File: src/ced_pkg.sv
// Shared types and constants for the chunk energy voice detector.
// Holds the decibel threshold table, built at elaboration; depends on nothing.
package ced_pkg;

	localparam int SAMPLE_W  = 16;
	localparam int SQ_W      = 31;
	localparam int SUM_W     = 40;
	localparam int MEAN_W    = 31;
	localparam int LEVEL_W   = 8;
	localparam int SAMPLES_W = 10;

	localparam int DIV_STEPS = SUM_W;

	// mean square is clamped to full scale
	localparam logic [MEAN_W-1:0] FULL_SCALE = MEAN_W'(32'h4000_0000);

	// level reported for a silent chunk
	localparam logic signed [LEVEL_W-1:0] LEVEL_SILENCE = -8'sd96;

	// levels 0 down to -91 have an entry each
	localparam int LVL_ENTRIES = 92;
	localparam int LVL_IDX_W   = $clog2(LVL_ENTRIES);
	localparam int LVL_SEARCH  = LVL_IDX_W;

	localparam logic [MEAN_W-1:0] THRESHOLD_RESET = MEAN_W'(107374);

	typedef logic [LVL_ENTRIES-1:0][MEAN_W-1:0] lvl_tab_t;

	// true when m^10 * p10 >= 2^300
	function automatic logic pow_ge(logic [31:0] m, logic [639:0] p10);
		logic [639:0] a;
		logic [639:0] a2;
		logic [639:0] a4;
		logic [639:0] a8;
		logic [639:0] a10;
		logic [639:0] prod;
		a    = 640'(m);
		a2   = a * a;
		a4   = a2 * a2;
		a8   = a4 * a4;
		a10  = a8 * a2;
		prod = a10 * p10;
		return prod >= (640'(1) << 300);
	endfunction

	// entry j: least mean square whose level is at least -j
	function automatic lvl_tab_t build_lvl_tab();
		lvl_tab_t     tab;
		logic [639:0] p10;
		logic [31:0]  lo;
		logic [31:0]  hi;
		logic [31:0]  mid;
		tab = '0;
		p10 = 640'(1);
		for (int j = 0; j < LVL_ENTRIES; j++) begin
			lo = 32'd1;
			hi = 32'h4000_0000;
			for (int s = 0; s < 31; s++) begin
				if (lo < hi) begin
					mid = (lo + hi) >> 1;
					if (pow_ge(mid, p10)) begin
						hi = mid;
					end else begin
						lo = mid + 32'd1;
					end
				end
			end
			tab[j] = MEAN_W'(lo);
			p10    = p10 * 640'(10);
		end
		return tab;
	endfunction

	localparam lvl_tab_t LVL_TAB = build_lvl_tab();

endpackage

File: src/ced_if.sv
// Request channels of the voice detector: samples in, chunk results out,
// threshold writes. Depends on ced_pkg for field widths.
interface ced_sample_if
	import ced_pkg::*;
();
	logic                       valid;
	logic                       ready;
	logic signed [SAMPLE_W-1:0] left_sample;
	logic                       chunk_end;

	modport source (output valid, output left_sample, output chunk_end, input ready);
	modport sink   (input valid, input left_sample, input chunk_end, output ready);
endinterface

interface ced_result_if
	import ced_pkg::*;
();
	logic                      valid;
	logic                      ready;
	logic [MEAN_W-1:0]         mean_square;
	logic signed [LEVEL_W-1:0] level_db;
	logic                      voice_active;
	logic                      speech_started;
	logic                      speech_ended;
	logic [SAMPLES_W-1:0]      chunk_samples;

	modport source (
		output valid, output mean_square, output level_db, output voice_active,
		output speech_started, output speech_ended, output chunk_samples,
		input ready
	);
	modport sink (
		input valid, input mean_square, input level_db, input voice_active,
		input speech_started, input speech_ended, input chunk_samples,
		output ready
	);
endinterface

interface ced_cfg_if
	import ced_pkg::*;
();
	logic              valid;
	logic              ready;
	logic [MEAN_W-1:0] data;

	modport source (output valid, output data, input ready);
	modport sink   (input valid, input data, output ready);
endinterface

File: src/chunk_energy_voice_detector_core.sv
// Chunk energy voice detector: one 16-bit sample per cycle while the queue has
// room, one result per chunk. The closing sample passes the front register, the
// queue, the one-bit-a-cycle divider, the level search (skipped for a silent
// chunk) and the result register. A two-chunk queue lets samples run at one per
// cycle while the back end works, so chunks of 50 samples or more sustain it.
// Reset clears sum, count and voice flag and loads the threshold with 107374.
module chunk_energy_voice_detector_core
	import ced_pkg::*;
#(
	parameter int CHUNK_MAX = 512
) (
	input  logic         clk,
	input  logic         arst_n,
	ced_sample_if.sink   samples,
	ced_result_if.source results,
	ced_cfg_if.sink      cfg
);

	localparam int CNT_W = $clog2(CHUNK_MAX + 1);

	logic              push_valid;
	logic              push_ready;
	logic [SUM_W-1:0]  push_sum;
	logic [CNT_W-1:0]  push_cnt;
	logic              pop_valid;
	logic              pop_ready;
	logic [SUM_W-1:0]  pop_sum;
	logic [CNT_W-1:0]  pop_cnt;
	logic [MEAN_W-1:0] threshold_q;

	assign cfg.ready = 1'b1;

	always_ff @(posedge clk or negedge arst_n) begin
		if (!arst_n) begin
			threshold_q <= THRESHOLD_RESET;
		end else if (cfg.valid && cfg.ready) begin
			threshold_q <= cfg.data;
		end
	end

	ced_front #(
		.CHUNK_MAX (CHUNK_MAX),
		.CNT_W     (CNT_W)
	) u_front (
		.clk        (clk),
		.arst_n     (arst_n),
		.samples    (samples),
		.push_valid (push_valid),
		.push_ready (push_ready),
		.push_sum   (push_sum),
		.push_cnt   (push_cnt)
	);

	ced_queue #(
		.CNT_W (CNT_W)
	) u_queue (
		.clk        (clk),
		.arst_n     (arst_n),
		.push_valid (push_valid),
		.push_ready (push_ready),
		.push_sum   (push_sum),
		.push_cnt   (push_cnt),
		.pop_valid  (pop_valid),
		.pop_ready  (pop_ready),
		.pop_sum    (pop_sum),
		.pop_cnt    (pop_cnt)
	);

	ced_back #(
		.CNT_W (CNT_W)
	) u_back (
		.clk       (clk),
		.arst_n    (arst_n),
		.pop_valid (pop_valid),
		.pop_ready (pop_ready),
		.pop_sum   (pop_sum),
		.pop_cnt   (pop_cnt),
		.threshold (threshold_q),
		.results   (results)
	);

	// a full queue must hold the sample input
	a_stall_on_full: assert property (@(posedge clk) disable iff (!arst_n)
		(push_valid && !push_ready) |-> !samples.ready)
		else $error("sample accepted while queue full");

	// a popped chunk must take the back end out of idle
	a_pop_valid: assert property (@(posedge clk) disable iff (!arst_n)
		(pop_ready && pop_valid) |=> !pop_ready)
		else $error("back end did not start on a popped chunk");

	a_mean_clamp: assert property (@(posedge clk) disable iff (!arst_n)
		results.valid |-> (results.mean_square <= FULL_SCALE))
		else $error("mean square above full scale");

	a_silence_level: assert property (@(posedge clk) disable iff (!arst_n)
		(results.valid && (results.mean_square == '0)) |-> (results.level_db == LEVEL_SILENCE))
		else $error("silent chunk with wrong level");

endmodule

File: src/ced_front.sv
// Front end: squares each sample and accumulates chunk energy and count.
// Hands each closed chunk to the queue. Depends on ced_pkg, ced_sample_if.
module ced_front
	import ced_pkg::*;
#(
	parameter int CHUNK_MAX = 512,
	parameter int CNT_W     = $clog2(CHUNK_MAX + 1)
) (
	input  logic              clk,
	input  logic              arst_n,
	ced_sample_if.sink        samples,
	output logic              push_valid,
	input  logic              push_ready,
	output logic [SUM_W-1:0]  push_sum,
	output logic [CNT_W-1:0]  push_cnt
);

	logic                    valid_s1;
	logic [SQ_W-1:0]         sq_s1;
	logic                    end_s1;
	logic [SUM_W-1:0]        sum_q;
	logic [CNT_W-1:0]        cnt_q;

	logic [SAMPLE_W-1:0]     mag;
	logic [SUM_W:0]          sum_add;
	logic [SUM_W-1:0]        sum_next;
	logic [CNT_W-1:0]        cnt_next;
	logic                    close;
	logic                    advance;

	// magnitude of -32768 wraps to 16'h8000, which is still right unsigned
	assign mag      = samples.left_sample[SAMPLE_W-1] ?
		SAMPLE_W'(-samples.left_sample) : SAMPLE_W'(samples.left_sample);
	assign sum_add  = {1'b0, sum_q} + (SUM_W + 1)'(sq_s1);
	assign sum_next = sum_add[SUM_W] ? '1 : sum_add[SUM_W-1:0];
	assign cnt_next = cnt_q + CNT_W'(1);
	assign close    = end_s1 || (cnt_next >= CNT_W'(CHUNK_MAX));
	assign advance  = valid_s1 && (!close || push_ready);

	assign samples.ready = !valid_s1 || advance;
	assign push_valid    = valid_s1 && close;
	assign push_sum      = sum_next;
	assign push_cnt      = cnt_next;

	always_ff @(posedge clk or negedge arst_n) begin
		if (!arst_n) begin
			valid_s1 <= 1'b0;
			sum_q    <= '0;
			cnt_q    <= '0;
		end else begin
			if (advance) begin
				if (close) begin
					sum_q <= '0;
					cnt_q <= '0;
				end else begin
					sum_q <= sum_next;
					cnt_q <= cnt_next;
				end
			end
			if (samples.valid && samples.ready) begin
				valid_s1 <= 1'b1;
			end else if (advance) begin
				valid_s1 <= 1'b0;
			end
		end
	end

	always_ff @(posedge clk) begin
		if (samples.valid && samples.ready) begin
			sq_s1  <= SQ_W'(mag) * SQ_W'(mag);
			end_s1 <= samples.chunk_end;
		end
	end

endmodule

File: src/ced_queue.sv
// Two-entry queue of closed chunks between front and back end.
// Depends on ced_pkg for the energy sum width.
module ced_queue
	import ced_pkg::*;
#(
	parameter int CNT_W = 10
) (
	input  logic              clk,
	input  logic              arst_n,
	input  logic              push_valid,
	output logic              push_ready,
	input  logic [SUM_W-1:0]  push_sum,
	input  logic [CNT_W-1:0]  push_cnt,
	output logic              pop_valid,
	input  logic              pop_ready,
	output logic [SUM_W-1:0]  pop_sum,
	output logic [CNT_W-1:0]  pop_cnt
);

	logic [SUM_W-1:0] sum_q [2];
	logic [CNT_W-1:0] cnt_q [2];
	logic             wr_ptr_q;
	logic             rd_ptr_q;
	logic [1:0]       fill_q;
	logic             push;
	logic             pop;

	assign push_ready = (fill_q != 2'd2);
	assign pop_valid  = (fill_q != 2'd0);
	assign push       = push_valid && push_ready;
	assign pop        = pop_valid && pop_ready;
	assign pop_sum    = sum_q[rd_ptr_q];
	assign pop_cnt    = cnt_q[rd_ptr_q];

	always_ff @(posedge clk or negedge arst_n) begin
		if (!arst_n) begin
			wr_ptr_q <= 1'b0;
			rd_ptr_q <= 1'b0;
			fill_q   <= 2'd0;
		end else begin
			if (push) wr_ptr_q <= !wr_ptr_q;
			if (pop)  rd_ptr_q <= !rd_ptr_q;
			if (push && !pop) begin
				fill_q <= fill_q + 2'd1;
			end else if (pop && !push) begin
				fill_q <= fill_q - 2'd1;
			end
		end
	end

	always_ff @(posedge clk) begin
		if (push) begin
			sum_q[wr_ptr_q] <= push_sum;
			cnt_q[wr_ptr_q] <= push_cnt;
		end
	end

endmodule

File: src/ced_back.sv
// Back end: serial divide for the mean square, binary search of the level
// table, voice decision and the result register. Depends on ced_pkg, ced_result_if.
module ced_back
	import ced_pkg::*;
#(
	parameter int CNT_W = 10
) (
	input  logic              clk,
	input  logic              arst_n,
	input  logic              pop_valid,
	output logic              pop_ready,
	input  logic [SUM_W-1:0]  pop_sum,
	input  logic [CNT_W-1:0]  pop_cnt,
	input  logic [MEAN_W-1:0] threshold,
	ced_result_if.source      results
);

	localparam int STEP_W = $clog2(DIV_STEPS);

	typedef enum logic [1:0] {ST_IDLE, ST_DIV, ST_LVL, ST_OUT} state_t;

	state_t               state_q;
	logic [STEP_W-1:0]    step_q;
	logic [SUM_W-1:0]     quo_q;
	logic [CNT_W-1:0]     rem_q;
	logic [CNT_W-1:0]     div_q;
	logic [MEAN_W-1:0]    mean_q;
	logic                 zero_q;
	logic [LVL_IDX_W-1:0] lo_q;
	logic [LVL_IDX_W-1:0] hi_q;
	logic                 voice_q;

	logic [CNT_W:0]       rem_sh;
	logic                 q_bit;
	logic [CNT_W-1:0]     rem_next;
	logic [SUM_W-1:0]     quo_next;
	logic [MEAN_W-1:0]    mean_clamp;
	logic [LVL_IDX_W:0]   mid_sum;
	logic [LVL_IDX_W-1:0] mid;
	logic                 active;
	logic                 out_free;

	assign rem_sh   = {rem_q, quo_q[SUM_W-1]};
	assign q_bit    = rem_sh >= {1'b0, div_q};
	assign rem_next = q_bit ? CNT_W'(rem_sh - {1'b0, div_q}) : CNT_W'(rem_sh);
	assign quo_next = {quo_q[SUM_W-2:0], q_bit};

	assign mean_clamp = (quo_next > SUM_W'(FULL_SCALE)) ? FULL_SCALE : MEAN_W'(quo_next);

	assign mid_sum = {1'b0, lo_q} + {1'b0, hi_q};
	assign mid     = mid_sum[LVL_IDX_W:1];

	assign active    = mean_q > threshold;
	assign out_free  = !results.valid || results.ready;
	assign pop_ready = (state_q == ST_IDLE);

	always_ff @(posedge clk or negedge arst_n) begin
		if (!arst_n) begin
			state_q       <= ST_IDLE;
			voice_q       <= 1'b0;
			results.valid <= 1'b0;
		end else begin
			if ((state_q == ST_OUT) && out_free) begin
				results.valid <= 1'b1;
			end else if (results.ready) begin
				results.valid <= 1'b0;
			end
			unique case (state_q)
				ST_IDLE: begin
					if (pop_valid) begin
						state_q <= ST_DIV;
					end
				end
				ST_DIV: begin
					if (step_q == STEP_W'(DIV_STEPS - 1)) begin
						state_q <= (mean_clamp == '0) ? ST_OUT : ST_LVL;
					end
				end
				ST_LVL: begin
					if (lo_q == hi_q) begin
						state_q <= ST_OUT;
					end
				end
				ST_OUT: begin
					if (out_free) begin
						voice_q <= active;
						state_q <= ST_IDLE;
					end
				end
				default: state_q <= ST_IDLE;
			endcase
		end
	end

	always_ff @(posedge clk) begin
		case (state_q)
			ST_IDLE: begin
				quo_q  <= pop_sum;
				div_q  <= pop_cnt;
				rem_q  <= '0;
				step_q <= '0;
			end
			ST_DIV: begin
				quo_q  <= quo_next;
				rem_q  <= rem_next;
				step_q <= step_q + STEP_W'(1);
				mean_q <= mean_clamp;
				zero_q <= (mean_clamp == '0);
				lo_q   <= '0;
				hi_q   <= LVL_IDX_W'(LVL_ENTRIES - 1);
			end
			ST_LVL: begin
				if (lo_q != hi_q) begin
					// narrow to the least index whose threshold the mean reaches
					if (mean_q >= LVL_TAB[mid]) begin
						hi_q <= mid;
					end else begin
						lo_q <= mid + LVL_IDX_W'(1);
					end
				end
			end
			ST_OUT: begin
				if (out_free) begin
					results.mean_square    <= mean_q;
					results.level_db       <= zero_q ? LEVEL_SILENCE :
						-$signed(LEVEL_W'(lo_q));
					results.voice_active   <= active;
					results.speech_started <= active && !voice_q;
					results.speech_ended   <= !active && voice_q;
					results.chunk_samples  <= SAMPLES_W'(div_q);
				end
			end
			default: ;
		endcase
	end

endmodule
File: src/flat_wrapper.sv
// flat-port wrapper written by rule: the top's interface ports become plain ports
module chunk_energy_voice_detector_core_flat import ced_pkg::*;
#(
	parameter int CHUNK_MAX = 512
)
  (clk, arst_n, samples_valid, samples_left_sample, samples_chunk_end, samples_ready, results_valid, results_mean_square, results_level_db, results_voice_active, results_speech_started, results_speech_ended, results_chunk_samples, results_ready, cfg_valid, cfg_data, cfg_ready);
  ced_sample_if samples_i ();
  ced_result_if results_i ();
  ced_cfg_if cfg_i ();
  input  logic clk;
  input  logic arst_n;
  input wire logic [$bits(samples_i.valid)-1:0] samples_valid;
  input wire logic [$bits(samples_i.left_sample)-1:0] samples_left_sample;
  input wire logic [$bits(samples_i.chunk_end)-1:0] samples_chunk_end;
  output wire logic [$bits(samples_i.ready)-1:0] samples_ready;
  output wire logic [$bits(results_i.valid)-1:0] results_valid;
  output wire logic [$bits(results_i.mean_square)-1:0] results_mean_square;
  output wire logic [$bits(results_i.level_db)-1:0] results_level_db;
  output wire logic [$bits(results_i.voice_active)-1:0] results_voice_active;
  output wire logic [$bits(results_i.speech_started)-1:0] results_speech_started;
  output wire logic [$bits(results_i.speech_ended)-1:0] results_speech_ended;
  output wire logic [$bits(results_i.chunk_samples)-1:0] results_chunk_samples;
  input wire logic [$bits(results_i.ready)-1:0] results_ready;
  input wire logic [$bits(cfg_i.valid)-1:0] cfg_valid;
  input wire logic [$bits(cfg_i.data)-1:0] cfg_data;
  output wire logic [$bits(cfg_i.ready)-1:0] cfg_ready;
  assign samples_i.valid = samples_valid;
  assign samples_i.left_sample = samples_left_sample;
  assign samples_i.chunk_end = samples_chunk_end;
  assign samples_ready = samples_i.ready;
  assign results_valid = results_i.valid;
  assign results_mean_square = results_i.mean_square;
  assign results_level_db = results_i.level_db;
  assign results_voice_active = results_i.voice_active;
  assign results_speech_started = results_i.speech_started;
  assign results_speech_ended = results_i.speech_ended;
  assign results_chunk_samples = results_i.chunk_samples;
  assign results_i.ready = results_ready;
  assign cfg_i.valid = cfg_valid;
  assign cfg_i.data = cfg_data;
  assign cfg_ready = cfg_i.ready;
  chunk_energy_voice_detector_core #(.CHUNK_MAX(CHUNK_MAX)) u_core (.clk(clk), .arst_n(arst_n), .samples(samples_i), .results(results_i), .cfg(cfg_i));
endmodule
File: config.mk
export PLATFORM = sky130hd
export DESIGN_NAME = chunk_energy_voice_detector_core_flat
export DESIGN_NICKNAME = d
export VERILOG_FILES = /design/src/ced_pkg.sv /design/src/ced_if.sv /design/src/chunk_energy_voice_detector_core.sv /design/src/ced_front.sv /design/src/ced_queue.sv /design/src/ced_back.sv /design/src/flat_wrapper.sv
export SDC_FILE = /design/constraint.sdc
export NUM_CORES = 1
export LEC_CHECK = 0
export BUFFER_PORTS_ARGS = -buffer_cell sky130_fd_sc_hd__buf_2
export CORE_AREA = 3 3 321 228
export CTS_BUF_LIST = sky130_fd_sc_hd__clkbuf_4 sky130_fd_sc_hd__clkbuf_8 sky130_fd_sc_hd__clkbuf_16
export DETAILED_ROUTE_END_ITERATION = 6
export DIE_AREA = 0 0 324 231
export PLACE_DENSITY_LB_ADDON = 0.3
export SLEW_MARGIN = 20
export SYNTH_ARGS = -nofsm -noshare
export SYNTH_HDL_FRONTEND = slang
export SYNTH_SLANG_ARGS = --single-unit
File: constraint.sdc
create_clock -name clk -period 7.9 [get_ports clk]
set_input_delay 1.185 -clock clk [delete_from_list [all_inputs] [get_ports clk]]
set_output_delay 1.185 -clock clk [all_outputs]
set_load 0.02 [all_outputs]
==> results.yml <==
outcome:
  status: "finished clean"
global_route:
  grt_busiest_layer: "met1"
  gr-usage-met3: 0.0355
  grt_pass1_vias: 21700
  grt_max_degree: 112
  track_usage: 0.208
  grt_pass1_wl_um: 123000
  overflow: 0
  antenna_found_initial: 3
  met2_usage: 0.300
  gr-usage-met1: 0.326
sta:
  relSlewSlack: 0.261
  rsz0062_at_grt: "yes"
  maxSlewViolCount: 0
  timing.hold.ws_ns: 0.483
  setup_violations: 0
  skew_ns: 0.0135
  layout_setup_ws_ns: 0.106
  fin_crit_ns: 7.79
  tightest_slew_ns: 1.10
  fmax_ghz: 0.128
  hold_viol: 0
  min_period_over_period: 0.987
logic_synthesis:
  synth-edff-count: 295
  synthArstFlopShare: 0.234
  syn_area_um2: 28100
  syn_avg_cell_area_um2: 10.1
  ys.flop_type: "edfxtp_1"
  yosys-top-cells-count: "318 x nand2_1, 310 x inv_1, 295 x edfxtp_1"
  ys_warn_count: 0
  synthCells: 2795
  synth.most_common_cell: "nand2_1"
  synth_top_cell_by_area: "edfxtp_1"
  synth_top_area_share: 0.315
  synthTopCellsByArea: "edfxtp_1 31%, fa_1 12%, ha_1 10%"
  yosysSeqAreaShare: 0.395
  synth-seq-cells: 385
  ys_types: 94
drt:
  wirelength_um: 77200
  vias_per_cell: 5.50
  vias: 21700
  final_antenna_net_count: 0
  wire_per_inst_um: 19.6
  drt-initial-drc-count: 1941
  drt_pre_antenna_iters: 5
  post-route-drc-count: 0
placement:
  dp_hpwl_um: 59200
  place_congestion: 0.935
  io_buffers: 106
  dpl_worst_slack_ns: -0.538
  place_inst: 3851
run:
  max-cap-violations: 0
clocking:
  htreeDepth: 2
  cts_tree: "yes"
  clk_pin_slew_ns: 0.06
  clockRootBuffer: "clkbuf_16"
  cts.sinks: 385
  cts_buffers: 41
  clk_path_buf_depth: 3
  cts_hold_buf: 0
  clkLatencyLatePin_ns: 0.55
worst_setup_path:
  cpMostUsedCell: "fa_1"
  cp.required_ns: 8.20
  critPathLaunchType: "input pin"
  worst-r2r-cell-count: 21
  cp_num_buf_inv: 7
  crit_family: "adder cells"
  arrival_ns: 8.09
  path_class: "input pin to register"
  cp.depth: 29
  critPathMaxStageDelay_ns: 0.58
  cp_slowest_cell: "or4_4"
  critPathMaxFanout: 4
  cp-end-kind: "register"
layout:
  antennaDiodeCount: 0
  fin_nets: 3442
  syn_to_final_growth_pct: 15.0
  finalNonFillerCells: 3938
  drive_gt1_frac: 0.154
  fill_cells: 6499
min_path:
  hold_path.class: "register to register"
  hold_depth: 0
floorplan:
  initial_core_util: 0.402
  die-width_um: 324
  core_um2: 69900
  io_pins: 108
  fp.dieArea_um2: 74800
  rows: 81
  die_h_um: 231
==> layer usage <==
| layer | part of all wire | vias up |
|---|---|---|
| met3 | 0.079 | 88 |
| met5 | 0 | - |
| met1 | 0.49 | 10700 |
| met2 | 0.41 | 753 |
| li1 | - | 10100 |
| met4 | 0.017 | 0 |
==> timing repair <==
| action | in CTS | in global routing |
|---|---|---|
| endpoints found under the setup margin | 0 | 7 |
| resized for setup | 0 | 31 |
| buffers inserted | 0 | 12 |
==> final cells by class <==
type / count / area (µm²) / area share
Multi-Input combinational cell: 1983 / 15800 / 0.488
Clock inverter: 19 / 145 / 0.00449
Inverter: 319 / 1200 / 0.0371
Sequential cell: 385 / 11100 / 0.344
Tap cell: 913 / 1140 / 0.0353
Timing Repair Buffer: 263 / 1760 / 0.0544
Clock buffer: 56 / 1190 / 0.0367
==> registers in the layout (all words and copies together), names as in the netlist, 8 cells and up <==
signal                               count
u_core.u_queue.cnt_q                    20
u_core.u_back.quo_q                     40
u_core.u_back.mean_q                    31
u_core.u_front.sum_q                    40
u_core.u_back.results.mean_square       31
u_core.u_back.results.chunk_samples     10
u_core.u_queue.sum_q                    80
u_core.u_front.cnt_q                    10
u_core.u_front.sq_s1                    30
u_core.u_back.results.level_db           8
u_core.threshold_q                      31
u_core.u_back.rem_q                     10
u_core.u_back.div_q                     10
==> kinds of logic (layout without fill, tap and decap cells) <==
| group | Yosys count | count (layout) | synth area share |
|---|---|---|---|
| buffers and inverters | 437 | 657 | 0.0592 |
| adders and majority gates | 396 | 396 | 0.221 |
| xor gates and xnor gates | 111 | 111 | 0.0351 |
| DFF | 385 | 385 | 0.395 |
| muxes | 64 | 64 | 0.0244 |
| AOI/OAI and AO/OA | 569 | 569 | 0.128 |
| other | 2 | 12 | 0.000267 |
| and+or+nand+nor | 831 | 831 | 0.137 |
==> final timing paths <==
path | start | endpoint | slack (ns)
max in group asynchronous | arst_n | u_core.u_front.sum_q[29]$_DFFE_PN0P_ | 5.92
worst max register to register | u_core.u_back.lo_q[0]$_SDFFCE_PN0P_ | u_core.u_back.lo_q[6]$_SDFFCE_PN0P_ | 1.63
worst min register to register | u_core.u_back.div_q[2]$_DFFE_PP_ | u_core.u_back.results.chunk_samples[2]$_DFFE_PP_ | 0.48
worst max-delay path | samples_left_sample[4] | u_core.u_front.sq_s1[29]$_DFFE_PP_ | 0.11
min in group asynchronous | arst_n | u_core.threshold_q[4]$_DFFE_PN0P_ | 0.68
worst min-delay path | u_core.u_back.div_q[2]$_DFFE_PP_ | u_core.u_back.results.chunk_samples[2]$_DFFE_PP_ | 0.48
==> layout by cell type (no fill, tap or decap), types with 26 or more instances in the layout <==
cell type  synthesis  routed
a21o_1            46      46
a21oi_1          133     132
and2_1            41      39
buf_2             16     103
buf_4              1     154
clkbuf_16          0      42
dfrtp_1           80      79
edfxtp_1         295     295
fa_1             167     167
ha_1             229     218
inv_1            310     306
mux2i_1           45      45
nand2_1          318     313
nand3_1           79      78
nand4_1           26      26
nor2_1           197     189
nor3_1            43      42
o21ai_0          179     175
xnor2_1           70      67
xor2_1            39      36
==> metrics by stage <==
| stage | TNS (ns) | util | area [µm²] |
|---|---|---|---|
| floorplan | -0.181 | - | 28400 |
| global placement | -2.63 | 0.440 | 30800 |
| detailed placement | -3.60 | 0.440 | 30800 |
| CTS | 0 | 0.459 | 32100 |
| global route | -0.490 | 0.462 | 32300 |
| finish | 0 | 0.462 | 32300 |
Power is left out: the tool's default activity adds up to more than one toggle a clock period on the data nets, which glitch-free logic cannot reach.
